$ cat src/rtl/pld_pkg.sv
package pld_pkg;

    localparam int FIELD_W = 16;
    localparam int AGE_W   = 16;
    localparam int TICKS_W = 15;
    localparam int FUNC_W  = 2;

    localparam logic [TICKS_W-1:0] STABLE_TICKS_RESET = 15'd100;
    localparam logic [AGE_W-1:0]   AGE_MAX            = 16'hFFFF;

    localparam logic [FUNC_W-1:0] FUNC_TICK     = 2'd0;
    localparam logic [FUNC_W-1:0] FUNC_SAMPLE   = 2'd1;
    localparam logic [FUNC_W-1:0] FUNC_BASELINE = 2'd2;

    // Decoded per-beat command shared by every lane.
    typedef struct packed {
        logic accept;
        logic tick;
        logic sample;
        logic baseline;
    } lane_ctrl_t;

endpackage

$ cat src/rtl/pld_item_if.sv
interface pld_item_if;
    logic                              valid;
    logic                              ready;
    logic [pld_pkg::FUNC_W-1:0]        func;
    logic [pld_pkg::FIELD_W-1:0]       status_bits;

    modport source (output valid, output func, output status_bits, input ready);
    modport sink   (input valid, input func, input status_bits, output ready);
endinterface

$ cat src/rtl/pld_result_if.sv
interface pld_result_if;
    logic                              valid;
    logic                              ready;
    logic [pld_pkg::FIELD_W-1:0]       stable_bits;
    logic [pld_pkg::FIELD_W-1:0]       current_statuses;
    logic                              any_stable;

    modport source (output valid, output stable_bits, output current_statuses,
                    output any_stable, input ready);
    modport sink   (input valid, input stable_bits, input current_statuses,
                    input any_stable, output ready);
endinterface

$ cat src/rtl/pld_cfg_if.sv
interface pld_cfg_if;
    logic                              valid;
    logic                              ready;
    logic [pld_pkg::TICKS_W-1:0]       data;

    modport source (output valid, output data, input ready);
    modport sink   (input valid, input data, output ready);
endinterface

$ cat src/rtl/pld_lane.sv
module pld_lane (
    input  logic                          clk,
    input  logic                          rst_n,
    input  pld_pkg::lane_ctrl_t           ctrl,
    input  logic                          sample_bit,
    input  logic [pld_pkg::TICKS_W-1:0]   stable_ticks,
    output logic                          stable_bit,
    output logic                          status_bit
);

    logic [pld_pkg::AGE_W-1:0] age_reg;
    logic [pld_pkg::AGE_W-1:0] age_next;
    logic                      flag_reg;
    logic                      flag_next;
    logic                      last_reg;
    logic                      last_next;
    logic                      flag_mid;
    logic                      changed;

    // Update the line first, then check it against the window.
    always_comb
    begin
        age_next  = age_reg;
        flag_mid  = flag_reg;
        last_next = last_reg;
        changed   = sample_bit ^ last_reg;
        if (ctrl.tick)
        begin
            if (age_reg != pld_pkg::AGE_MAX)
            begin
                age_next = age_reg + {{(pld_pkg::AGE_W-1){1'b0}}, 1'b1};
            end
        end
        else if (ctrl.sample)
        begin
            last_next = sample_bit;
            if (changed)
            begin
                age_next = '0;
                flag_mid = ~flag_reg;
            end
        end
        else if (ctrl.baseline)
        begin
            last_next = sample_bit;
        end
        stable_bit = flag_mid && (age_next > {1'b0, stable_ticks});
        flag_next  = flag_mid & ~stable_bit;
    end

    assign status_bit = last_next;

    always_ff @(posedge clk or negedge rst_n)
    begin
        if (!rst_n)
        begin
            age_reg  <= '0;
            flag_reg <= 1'b0;
            last_reg <= 1'b0;
        end
        else if (ctrl.accept)
        begin
            age_reg  <= age_next;
            flag_reg <= flag_next;
            last_reg <= last_next;
        end
    end

endmodule

$ cat src/rtl/pld_merge.sv
module pld_merge #(
    parameter int LINES = 16
) (
    input  logic               clk,
    input  logic               rst_n,
    input  logic               accept,
    input  logic [LINES-1:0]   lane_stable,
    input  logic [LINES-1:0]   lane_status,
    pld_result_if.source       result
);

    logic [pld_pkg::FIELD_W-1:0] stable_word;
    logic [pld_pkg::FIELD_W-1:0] status_word;
    logic                        valid_reg;
    logic                        valid_next;
    logic [pld_pkg::FIELD_W-1:0] stable_reg;
    logic [pld_pkg::FIELD_W-1:0] status_reg;
    logic                        any_reg;

    // Only the low lines reach the result fields; missing lines read as zero.
    always_comb
    begin
        stable_word = '0;
        status_word = '0;
        for (int j = 0; j < pld_pkg::FIELD_W; j++)
        begin
            if (j < LINES)
            begin
                stable_word[j] = lane_stable[j];
                status_word[j] = lane_status[j];
            end
        end
    end

    always_comb
    begin
        valid_next = valid_reg;
        if (accept)
        begin
            valid_next = 1'b1;
        end
        else if (result.ready)
        begin
            valid_next = 1'b0;
        end
    end

    always_ff @(posedge clk or negedge rst_n)
    begin
        if (!rst_n)
        begin
            valid_reg <= 1'b0;
        end
        else
        begin
            valid_reg <= valid_next;
        end
    end

    always_ff @(posedge clk)
    begin
        if (accept)
        begin
            stable_reg <= stable_word;
            status_reg <= status_word;
            any_reg    <= |stable_word;
        end
    end

    assign result.valid            = valid_reg;
    assign result.stable_bits      = stable_reg;
    assign result.current_statuses = status_reg;
    assign result.any_stable       = any_reg;

endmodule

$ cat src/rtl/per_line_interrupt_debouncer_core.sv
// A result beat is registered and presented in the cycle after its item beat is accepted.
// Throughput: one item per cycle while results are taken; every line lane updates its age, flag and
// status in the accepting cycle, so the next item sees the new state at once.
// The result register stalls intake only while it is full and not being taken.
// Reset (rst_n, asynchronous, active low) clears all lanes and sets the window to 100.
module per_line_interrupt_debouncer_core #(
    parameter int LINES = 16
) (
    input  logic          clk,
    input  logic          rst_n,
    pld_item_if.sink      item,
    pld_result_if.source  result,
    pld_cfg_if.sink       cfg
);

    // Window register. Writes are always taken; the block is assumed idle
    // whenever software changes it.
    logic [pld_pkg::TICKS_W-1:0] stable_ticks_reg;
    logic [pld_pkg::TICKS_W-1:0] stable_ticks_next;

    pld_pkg::lane_ctrl_t ctrl;
    logic [LINES-1:0]    lane_stable;
    logic [LINES-1:0]    lane_status;
    logic                accept;

    assign cfg.ready = 1'b1;

    always_comb
    begin
        stable_ticks_next = stable_ticks_reg;
        if (cfg.valid)
        begin
            stable_ticks_next = cfg.data;
        end
    end

    always_ff @(posedge clk or negedge rst_n)
    begin
        if (!rst_n)
        begin
            stable_ticks_reg <= pld_pkg::STABLE_TICKS_RESET;
        end
        else
        begin
            stable_ticks_reg <= stable_ticks_next;
        end
    end

    // An item enters whenever the result register is empty or is being
    // drained in this same cycle.
    assign item.ready = ~result.valid | result.ready;
    assign accept     = item.valid & item.ready;

    // Decode the command once and broadcast it to every lane. The unused code leaves
    // age and status untouched, but the window check still runs and may clear the flag.
    always_comb
    begin
        ctrl.accept   = accept;
        ctrl.tick     = 1'b0;
        ctrl.sample   = 1'b0;
        ctrl.baseline = 1'b0;
        case (item.func)
            pld_pkg::FUNC_TICK:     ctrl.tick     = 1'b1;
            pld_pkg::FUNC_SAMPLE:   ctrl.sample   = 1'b1;
            pld_pkg::FUNC_BASELINE: ctrl.baseline = 1'b1;
            default:                ctrl.tick     = 1'b0;
        endcase
    end

    // One lane per interrupt line. Lines above the status word width see a
    // constant zero sample and therefore never toggle their status or flag.
    for (genvar i = 0; i < LINES; i++)
    begin : g_lane
        logic sample_bit;
        if (i < pld_pkg::FIELD_W)
        begin : g_in
            assign sample_bit = item.status_bits[i];
        end
        else
        begin : g_zero
            assign sample_bit = 1'b0;
        end

        pld_lane u_lane (
            .clk          (clk),
            .rst_n        (rst_n),
            .ctrl         (ctrl),
            .sample_bit   (sample_bit),
            .stable_ticks (stable_ticks_reg),
            .stable_bit   (lane_stable[i]),
            .status_bit   (lane_status[i])
        );
    end

    // Gather the lane findings into the registered result beat.
    pld_merge #(
        .LINES (LINES)
    ) u_merge (
        .clk         (clk),
        .rst_n       (rst_n),
        .accept      (accept),
        .lane_stable (lane_stable),
        .lane_status (lane_status),
        .result      (result)
    );

endmodule
$ cat src/flat_wrapper.sv
// flat-port wrapper written by rule: the top's interface ports become plain ports
module per_line_interrupt_debouncer_core_flat 
#(
    parameter int LINES = 16
)
  (clk, rst_n, item_valid, item_func, item_status_bits, item_ready, result_valid, result_stable_bits, result_current_statuses, result_any_stable, result_ready, cfg_valid, cfg_data, cfg_ready);
  pld_item_if item_i ();
  pld_result_if result_i ();
  pld_cfg_if cfg_i ();
  input  logic clk;
  input  logic rst_n;
  input wire logic [$bits(item_i.valid)-1:0] item_valid;
  input wire logic [$bits(item_i.func)-1:0] item_func;
  input wire logic [$bits(item_i.status_bits)-1:0] item_status_bits;
  output wire logic [$bits(item_i.ready)-1:0] item_ready;
  output wire logic [$bits(result_i.valid)-1:0] result_valid;
  output wire logic [$bits(result_i.stable_bits)-1:0] result_stable_bits;
  output wire logic [$bits(result_i.current_statuses)-1:0] result_current_statuses;
  output wire logic [$bits(result_i.any_stable)-1:0] result_any_stable;
  input wire logic [$bits(result_i.ready)-1:0] result_ready;
  input wire logic [$bits(cfg_i.valid)-1:0] cfg_valid;
  input wire logic [$bits(cfg_i.data)-1:0] cfg_data;
  output wire logic [$bits(cfg_i.ready)-1:0] cfg_ready;
  assign item_i.valid = item_valid;
  assign item_i.func = item_func;
  assign item_i.status_bits = item_status_bits;
  assign item_ready = item_i.ready;
  assign result_valid = result_i.valid;
  assign result_stable_bits = result_i.stable_bits;
  assign result_current_statuses = result_i.current_statuses;
  assign result_any_stable = result_i.any_stable;
  assign result_i.ready = result_ready;
  assign cfg_i.valid = cfg_valid;
  assign cfg_i.data = cfg_data;
  assign cfg_ready = cfg_i.ready;
  per_line_interrupt_debouncer_core #(.LINES(LINES)) u_core (.clk(clk), .rst_n(rst_n), .item(item_i), .result(result_i), .cfg(cfg_i));
endmodule
$ cat config.mk
export PLATFORM = sky130hd
export DESIGN_NAME = per_line_interrupt_debouncer_core_flat
export DESIGN_NICKNAME = d
export VERILOG_FILES = /design/src/rtl/pld_pkg.sv /design/src/rtl/pld_item_if.sv /design/src/rtl/pld_result_if.sv /design/src/rtl/pld_cfg_if.sv /design/src/rtl/pld_lane.sv /design/src/rtl/pld_merge.sv /design/src/rtl/per_line_interrupt_debouncer_core.sv /design/src/flat_wrapper.sv
export SDC_FILE = /design/constraint.sdc
export NUM_CORES = 1
export LEC_CHECK = 0
export ABC_AREA = 1
export CORE_MARGIN = 10
export CORE_UTILIZATION = 30
export CTS_CLUSTER_SIZE = 28
export DETAILED_ROUTE_END_ITERATION = 7
export DONT_BUFFER_PORTS = 1
export HOLD_SLACK_MARGIN = 0.1
export SLEW_MARGIN = 15
export SYNTH_ARGS = -nofsm -noshare
export SYNTH_HDL_FRONTEND = slang
export SYNTH_HIERARCHICAL = 1
export SYNTH_SLANG_ARGS = --single-unit
$ cat constraint.sdc
create_clock -name clk -period 5.4 [get_ports clk]
set_input_delay 0.27 -clock clk [delete_from_list [all_inputs] [get_ports clk]]
set_output_delay 0.27 -clock clk [all_outputs]
set_load 0.05 [all_outputs]
# Word level (Yosys, flattened, before mapping)
# Cells that the tools add are included.
[totals]
register_bits = 337
inputBits = 38
out_inout_bits = 36
elab_cells = 354
[op_classes]
addsub = 16
order_cmp = 16
eq_ne = 18
mux = 165
bitwise_logic = 67
reduce_logical = 19
[ops]
columns = ["operator", "count"]
rows = [
  ["16-bit two-way mux", 64],
  ["16-bit by 1-bit adder with 16-bit output, second input constant", 16],
  ["16-bit by 15-bit greater-than comparator with 1-bit output", 16],
  ["16-bit inequality test, second input constant", 16],
  ["1-bit two-way mux", 101],
  ["1-bit NOT", 33],
  ["1-bit bitwise AND", 17],
  ["1-bit logical AND", 16],
  ["16-bit OR reduction", 1],
  ["1-bit XOR", 16],
  ["2-bit by 1-bit == test with 1-bit output, second input constant", 1],
  ["2-bit == test, second input constant", 1],
  ["2-bit logical NOT", 1],
  ["2-bit nonzero test", 1],
  ["1-bit OR", 1],
]

# Longest topological paths before layout
# Gate-level depths: netlist of run 1.
[logic_depth]
word_depth = 8
mapped_depth = 29
ltp_nobuf = 29

# Cells and area by module
# Netlist of run 1, hierarchy kept.
[modules_own_cells]
columns = ["module", "instances", "cells_per_inst", "area_each_um2", "seq_area_each_um2"]
rows = [
  ["pld_lane (u_core.g_lane[12].u_lane ...)", 7, 290, 1880.6, 450.4],
  ["pld_lane (u_core.g_lane[0].u_lane ...)", 4, 279, 1775.5, 450.4],
  ["pld_lane (u_core.g_lane[8].u_lane)", 1, 291, 2008.2, 450.4],
  ["pld_lane (u_core.g_lane[15].u_lane)", 1, 292, 1961.9, 450.4],
  ["pld_lane (u_core.g_lane[9].u_lane)", 1, 284, 1871.8, 450.4],
  ["pld_lane (u_core.g_lane[7].u_lane)", 1, 286, 1821.7, 450.4],
  ["pld_lane (u_core.g_lane[2].u_lane)", 1, 269, 1774.2, 450.4],
  ["pld_merge", 1, 51, 1083.5, 1016.0],
  ["per_line_interrupt_debouncer_core", 1, 74, 628.1, 379.1],
]

# Least setup slack after synthesis of run 1
# OpenSTA, ideal clock, no wires.
[synth_timing]
path_kind = "flip-flop to flip-flop"
from = "reg u_core.u_merge.valid_reg (netlist: u_core/u_merge/result.valid)"
to = "reg u_core/g_lane[8].u_lane/age_reg[5] (netlist bit)"
setup_ns = 0.126
t_arrival_ns = 4.525
required_ns = 5.274
slack_ns = 0.749
stages_incl_launch_ff = 7
path_buffers = 2
synth_period_minus_slack_ns = 4.651
cell_sequence = "dfrtp_1 a21oi_1 buf_2 inv_1 clkbuf_1 nand2_1 o21ai_2"
[synth_via]
elab_chain_len = 3
[synth_lines]
columns = ["element", "line_no", "source"]
rows = [
  ["from (decl)", "pld_merge.sv:14", "logic valid_reg;"],
  ["from (signal assigned)", "pld_merge.sv:56", "valid_reg <= valid_next;"],
  ["1-bit NOT", "per_line_interrupt_debouncer_core.sv:51", "assign item.ready = ~result.valid | result.ready;"],
  ["1-bit OR", "per_line_interrupt_debouncer_core.sv:51", ""],
  ["1-bit bitwise AND", "per_line_interrupt_debouncer_core.sv:52", "assign accept = item.valid & item.ready;"],
  ["net u_core.accept", "per_line_interrupt_debouncer_core.sv:24", "logic accept;"],
  ["to (signal assigned)", "pld_lane.sv:63", "age_reg <= age_next;"],
  ["to (decl)", "pld_lane.sv:11", "logic [pld_pkg::AGE_W-1:0] age_reg;"],
]
# The timed path passes the listed nets, and every way through them passes these cells.
# A chain may end at the register's enable or synchronous reset.

# Worst setup path after layout of run 1
[layout_timing]
from = "reg u_core/g_lane[15].u_lane/age_reg[0] (netlist bit)"
to = "reg u_core.u_merge.any_reg (netlist: u_core/u_merge/result.any_stable) (data pin)"
[layout_via]
elab_chain_len = 6
word_cells_on_any_way = 9
cone_classes = "add/sub (1); order compare (1); eq/ne (1); mux (4); reduce/logical (2)"
[layout_lines]
columns = ["element", "line_no", "source"]
rows = [
  ["from (decl)", "pld_lane.sv:11", ""],
  ["from (signal assigned)", "pld_lane.sv:63", ""],
  ["16-bit by 1-bit adder with 16-bit output / 16-bit inequality test (equally long branches)", "pld_lane.sv:31, pld_lane.sv:29", ""],
  ["16-bit two-way mux *", "pld_lane.sv:29", "if (age_reg != pld_pkg::AGE_MAX)"],
  ["16-bit two-way mux *", "pld_lane.sv:27", "if (ctrl.tick)"],
  ["net u_core.g_lane[15].u_lane.age_next (one bit)", "pld_lane.sv:12", "logic [pld_pkg::AGE_W-1:0] age_next;"],
  ["16-bit by 15-bit greater-than comparator with 1-bit output *", "pld_lane.sv:47", "stable_bit = flag_mid && (age_next > {1'b0, stable_ticks});"],
  ["1-bit logical AND *", "pld_lane.sv:47", ""],
  ["net u_core.lane_stable[15]", "per_line_interrupt_debouncer_core.sv:22", "logic [LINES-1:0] lane_stable;"],
  ["16-bit OR reduction *", "pld_merge.sv:66", "any_reg <= |stable_word;"],
  ["to (signal assigned)", "pld_merge.sv:66", ""],
  ["to (decl)", "pld_merge.sv:18", "logic any_reg;"],
]
# Mark *: on every way through the listed nets, which the timed path passes. The rest lies on a longest branch.

==> metrics.txt, run 1 <==
Via density about 4.8; Critical Path Max Stage Delay 0.49 ns; max_cap viols 0; most frequent cell after synthesis nand2_1; Routed met1 length around 43 mm; post-detail-place hpwl approximately 63 mm; leakage power about 18 nW; Root Buffer clkbuf_16; wirelength, routed 90.3 mm; core box area approximately 0.10 sq mm; failing checks negative hold slack; Worst-Skew Late Latency 0.60 ns; Post-DRT Antenna Nets 0; first-pass GRT wire length 146 mm; top-area cell type share of the netlist area roughly a quarter; Total Nets Final slightly below 5000; top sig layer met5; routed wl met2 approximately 40 mm; Setup Skew around 0.018 ns; number of remaining DRC errors 0; Slowest cell on crit path nor2_1; critical path type flop to flop; Critical Path AT between 4 and 5 ns; initial DRC count between 2000 and 2500; Tmin final between 4 and 5 ns; initial antenna violation count 2; Worst-path clk slew approximately 0.06 ns; I/O pin total 74; worst slew pin tran around 1.2 ns; H-tree Lvls 2; Wirelength per Cell 14.8 um; number of synthesized register bits 337; # hold bufs at CTS 33; fill count 11100; Async SR Flop Fraction between 90% and 100%; RSZ-0062 raised after global routing no; largest net degree at the start of global routing between 300 and 400; Mean Syn Cell Area 6.69 sq um; Area after DPL about 0.033 sq mm; GP Congestion approximately 0.86; post-synth design cell area ~0.031 sq mm; die width between 300 and 400 um; max reg flops between 200 and 300; ys flop type dfrtp_1; Crit Path Max Fanout 12; starting density of the core 30.3%; CTS buffer count 47; CTS Sinks approximately 340; CP required approximately 5.7 ns; hold crit path type input pin to asynchronous set/reset pin; proportion of layout cells with a drive suffix above 1 under 10%; Pwr Total about 0.011 W; fin worst setup slack 1.29 ns; Relative slew margins between 15 and 20%; Yosys warning count 6; crit end category flop; Post-Syn Instances 4693; Setup Viol. Count Final 0; Startpoint Class flop; setup TNS 0 ns; Mapped Nets ~5000; clk buf depth 3; TritonCTS clock tree built; Post-synth top cells nand2_1 (1272), inv_1 (875), o21ai_0 (349), dfrtp_1 (301), nand3_1 (283); remaining global-route overflow 0; status complete, but fails checks; number of synthesized flops with an enable pin 33; Fin Hold WS -0.590 ns; pre-CTS setup slack 1.16 ns; Finished Core Util between 30% and 40%; most used cell, CP nand2_1; Port Buffer Count 0; met3 wire len 4.95 mm; final worst-path cycle share 76.0%; Yosys cell types between 50 and 60; Die Y 344 um; largest area contributor in the netlist dfrtp_1; postcts setup bufs 0; Finished Cell Area about 0.035 sq mm; CTS resizes 0; worst vdd ir ~220 uV; Max Slew Vio Count 0; All-Layer GR Usage between 10% and 20%; Seq/Total Area, Yosys ~27%; endpoints failing hold around 300; total power divided by cell area 322 mW/mm^2; # rows approximately 120; CP cell instances ha_1 -> nand3_1 -> nor2_2 -> nand2_2 -> nor2_1 -> o21ai_0 -> and2_1 -> ha_1 -> nand2_1 -> nand2_1 -> nand2_1 -> nand2_1 -> nand2_1 -> nand3_1 -> nand2_1 -> nand2_1 -> nand2_1 -> nand2_1 -> nand2_1 -> a21oi_1 -> nor2_1 -> nand2_1 -> nor2_1 -> nand2_1; top cells by area, synth dfrtp_1 (24%), nand2_1 (15%), inv_1 (10%); die area between 0.1 and 0.15 sq mm; routed vias 29200; f_max around 240 MHz; vias in the first global route around 27000; synthesis-to-finish area growth 10.6%; DRT Pass-1 Iters 5
-- cell usage in the layout, fill, tap and decap left out, types with 17 or more instances in the layout --
master,instances
o21a_1,18
edfxtp_1,33
nand2_2,67
o21ai_2,56
dfrtp_1,301
and2_1,17
nand2_1,1272
dlygate4sd3_1,33
a21oi_1,133
xor2_1,124
a21boi_0,21
o21ai_0,349
nand4_1,100
nor2_2,22
ha_1,256
nand3_2,43
o21ai_1,94
clkbuf_16,48
inv_1,875
inv_2,23
a21oi_2,32
nor2_4,31
nand3_1,283
nor3_1,25
xnor2_1,38
nor2_1,251
-- report_power, final --
part           internal [W]  switching (W)  leakage, nW
clock network       0.00195        0.00125        0.778
logic               0.00151        0.00247         13.0
registers           0.00310       0.000920         4.17
-- layout make-up --
class / count / area [sq um] / area share, %
sequential: 337 / 8600 / 24.8
multi-input combinational: 3331 / 18900 / 54.3
inverter: 904 / 3410 / 9.80
timing repair buffer: 54 / 551 / 1.58
clock inverter: 15 / 194 / 0.558
clock buffer: 73 / 1390 / 3.99
antenna: 1 / 2.50 / 0.00720
tap: 1380 / 1730 / 4.97
-- metal layers --
metal	vias up	track usage (%)
li1	14900	-
met1	13500	20.5
met2	652	24.1
met3	147	2.26
met4	2	4.90
met5	-	0
-- worst max-delay path: cells and delay by family (launching register included) --
| family | cells | cell delay (ns) |
|---|---|---|
| compound gates | 2 | 0.29 |
| fa+ha+maj | 2 | 0.60 |
| flops | 1 | 0.47 |
| simple gates | 20 | 2.47 |
-- per-stage QoR --
step | std cells | hold slack, ns
floorplan | 4693 | -0.0256
global placement | 5973 | 0.00776
detailed placement | 5973 | 0.00617
CTS | 6094 | -0.630
global route | 6094 | -0.618
finish | 6095 | -0.590
-- logic make-up after synthesis --
| family | after synthesis | synth area share, % |
|---|---|---|
| buffers and inverters | 1025 | 12.6 |
| flip-flops | 337 | 27.4 |
| adder cells (fa/ha/maj) | 256 | 10.2 |
| AO/OA/AOI/OAI | 745 | 13.6 |
| AND/OR/NAND/NOR | 2167 | 31.6 |
| XOR/XNOR | 162 | 4.52 |
| other | 1 | 0.0119 |
-- worst paths after layout --
kind	start	endpoint	slack, ns	cells past startpoint
worst max-delay path	u_core/g_lane[15].u_lane/age_reg[0]	u_core/u_merge/result.any_stable	1.29	24
worst min-delay path	rst_n	u_core/g_lane[0].u_lane/age_reg[2]	-0.59	0
worst max register to register	u_core/g_lane[15].u_lane/age_reg[0]	u_core/u_merge/result.any_stable	1.29	24
worst min register to register	u_core/g_lane[1].u_lane/flag_reg	u_core/g_lane[1].u_lane/flag_reg	0.50	2
max in group asynchronous	rst_n	u_core/g_lane[12].u_lane/age_reg[4]	5.13	0
min in group clk	item_status_bits[2]	u_core/g_lane[2].u_lane/age_reg[10]	0.22	5
No activity file was read; power rests on OpenSTA's default activity.
==> run 2: changes to the inputs <==
- clock period: 5.4 -> 3.42 ns (I/O delays scaled with it)
==> run 2 against run 1 <==
Net effect: the flow still finishes with violations (negative hold slack); critical path depth rose by 1; cell count rose by 5.3%; hold slack worse by 0.10 ns; final area is 9.7% higher; power up 68%; setup slack got worse by 1.2 ns; combinational power increased by 94%.
==> metrics.txt, run 2 (synthesis gave the netlist of run 1 again) <==
status complete, but fails checks; failing checks negative hold slack; setup TNS 0 ns; Port Buffer Count 0; Fin Hold WS -0.690 ns; number of remaining DRC errors 0; Wirelength per Cell 14.7 um; synthesis-to-finish area growth 21.4%; Startpoint Class input pin; Worst-Skew Late Latency 0.59 ns; crit end category flop; RSZ-0062 raised after global routing yes; R2R cell count 24; routed vias a little over 30000; I/O pin total 74; # hold bufs at CTS 37; total power divided by cell area 495 mW/mm^2; endpoints failing hold 304; most frequent cells in the layout nand2_1 (1240), inv_1 (867), o21ai_0 (343); CP required about 3.8 ns; GP Congestion a little over 0.9; post-detail-place hpwl around 66 mm; wirelength, routed approximately 95 mm; r2r startpoint u_core/g_lane[13].u_lane/age_reg[1]; worst slew pin tran roughly 0.97 ns; FF/Latch Area between 0.008 and 0.009 sq mm; Total Nets Final ~5300; starting density of the core between 30% and 40%; core box area approximately 0.10 sq mm; CTS buffer count 45; critical path type input pin to flop; die area about 0.12 sq mm; TritonCTS clock tree built; vias in the first global route between 20000 and 30000; initial DRC count 2242; Finished Cell Area between 0.03 and 0.04 sq mm; final worst-path cycle share roughly 97%; clk buf depth 3; # rows ~120; Relative slew margins roughly 35%; leakage power roughly 20 nW; Root Buffer clkbuf_16; Setup Skew 0.0135 ns; initial antenna violation count 1; f_max ~300 MHz; die width between 300 and 400 um; max_cap viols 0; CTS Sinks about 340; Max Slew Vio Count 0; H-tree Lvls 2; first-pass GRT wire length 150 mm; hold crit path type input pin to asynchronous set/reset pin; All-Layer GR Usage 15.4%; Worst-path clk slew around 0.06 ns; Crit Path Max Fanout 29; R2R Setup Slk 0.13 ns; Setup Viol. Count Final 0; proportion of layout cells with a drive suffix above 1 roughly 18%; Critical Path AT 3.65 ns; Die Y 344 um; most common cell after layout, fill and taps aside nand2_1; worst vdd ir roughly 330 uV; area of the multi-input gates 0.0196 sq mm; remaining global-route overflow 0; Tmin final ~3.3 ns; Area after DPL about 0.035 sq mm; Via density 4.75; DRT Pass-1 Iters 5; fill count between 10000 and 15000; largest net degree at the start of global routing ~310; Post-DRT Antenna Nets 0; max reg flops between 200 and 300; R2R Path End u_core/u_merge/result.any_stable
==> run 2: cell types whose count changed in the layout (fill, tap and decap cells not counted), sizes merged <==
cell         previous run  this run
buf                    21       347
bufinv                  4         6
clkbuf                 73        58
clkinv                 11        15
clkinvlp                0         5
dlygate4sd3            33        37
inv                   904       901
==> run 2: where the power goes <==
part / switching, W / total, W / internal (W)
clock network: 0.00198 / 0.00504 / 0.00306
logic: 0.00455 / 0.00773 / 0.00317
registers: 0.00119 / 0.00609 / 0.00490
total: 0.00773 / 0.0189 / 0.0111
==> run 2: critical path, cell delays in order <==
cell and delay, ns:
dlygate4sd3_1 0.59, nor2_4 0.15, buf_12 0.17, buf_16 0.22, buf_4 0.22, buf_4 0.19
nand3_1 0.11, and2_1 0.16, ha_1 0.27, nand2_1 0.08, inv_1 0.05, nand2_1 0.11
nor2_1 0.09, nand2_1 0.07, nand3_1 0.06, nand2_1 0.06, nand2_1 0.04, nand2_1 0.06
nand2_1 0.06, nand2_2 0.09, a21oi_4 0.10, nor2_4 0.20, nand2_2 0.09, nor2_4 0.15
nand2_1 0.06
==> run 2: cell type report <==
type                    count  share of cell area [%]
clock buffers              58                    3.32
well taps                1380                    4.53
multi-input cells        3331                    51.3
diodes                      1                 0.00656
flip-flops and latches    337                    22.6
clock inverters            23                   0.712
repair buffers            384                    8.50
inverters                 904                    8.98
==> run 2: repair_timing <==
item,in CTS,in global routing
endpoints found under the hold margin,361,304
setup endpoints to repair,1,7
pin swaps,2,76
resized for setup,17,177
buffers inserted,0,74
==> run 2: stage by stage <==
stage / instances / utilization [%] / setup WS [ns] / power (W)
after global placement: 6226 / 33.6 / -0.316 / 0.0131
after global routing: 6417 / 36.7 / -0.0877 / 0.0204
after CTS: 6344 / 35.5 / 0.00562 / 0.0185
after floorplan: 4693 / - / 0.122 / 0.0109
final: 6418 / 36.7 / 0.118 / 0.0189
after detailed placement: 6226 / 33.6 / -0.363 / 0.0133
==> run 2: worst max-delay path by stage <==
stage	start	end	slack (ns)	depth (start not counted)
after floorplan	u_core/u_merge/result.valid	u_core/g_lane[8].u_lane/age_reg[5]	0.12	6
after global placement	u_core/g_lane[15].u_lane/age_reg[0]	u_core/u_merge/result.any_stable	-0.32	25
after detailed placement	item_func[0]	u_core/u_merge/result.any_stable	-0.36	28
after CTS	u_core/g_lane[12].u_lane/age_reg[4]	u_core/u_merge/result.any_stable	0.006	25
after global routing	u_core/g_lane[12].u_lane/age_reg[5]	u_core/u_merge/result.any_stable	-0.09	26
final	item_func[1]	u_core/u_merge/result.any_stable	0.12	25
==> run 2: routing by layer <==
layer  track usage, %  share of wire (%)  vias to the layer above
met4             3.24                1.8                        0
met2             25.6                 45                      674
met3             1.90                5.1                      113
met1             21.3                 48                    14100
met5                0                  0                        -
li1                 -                  -                    15500
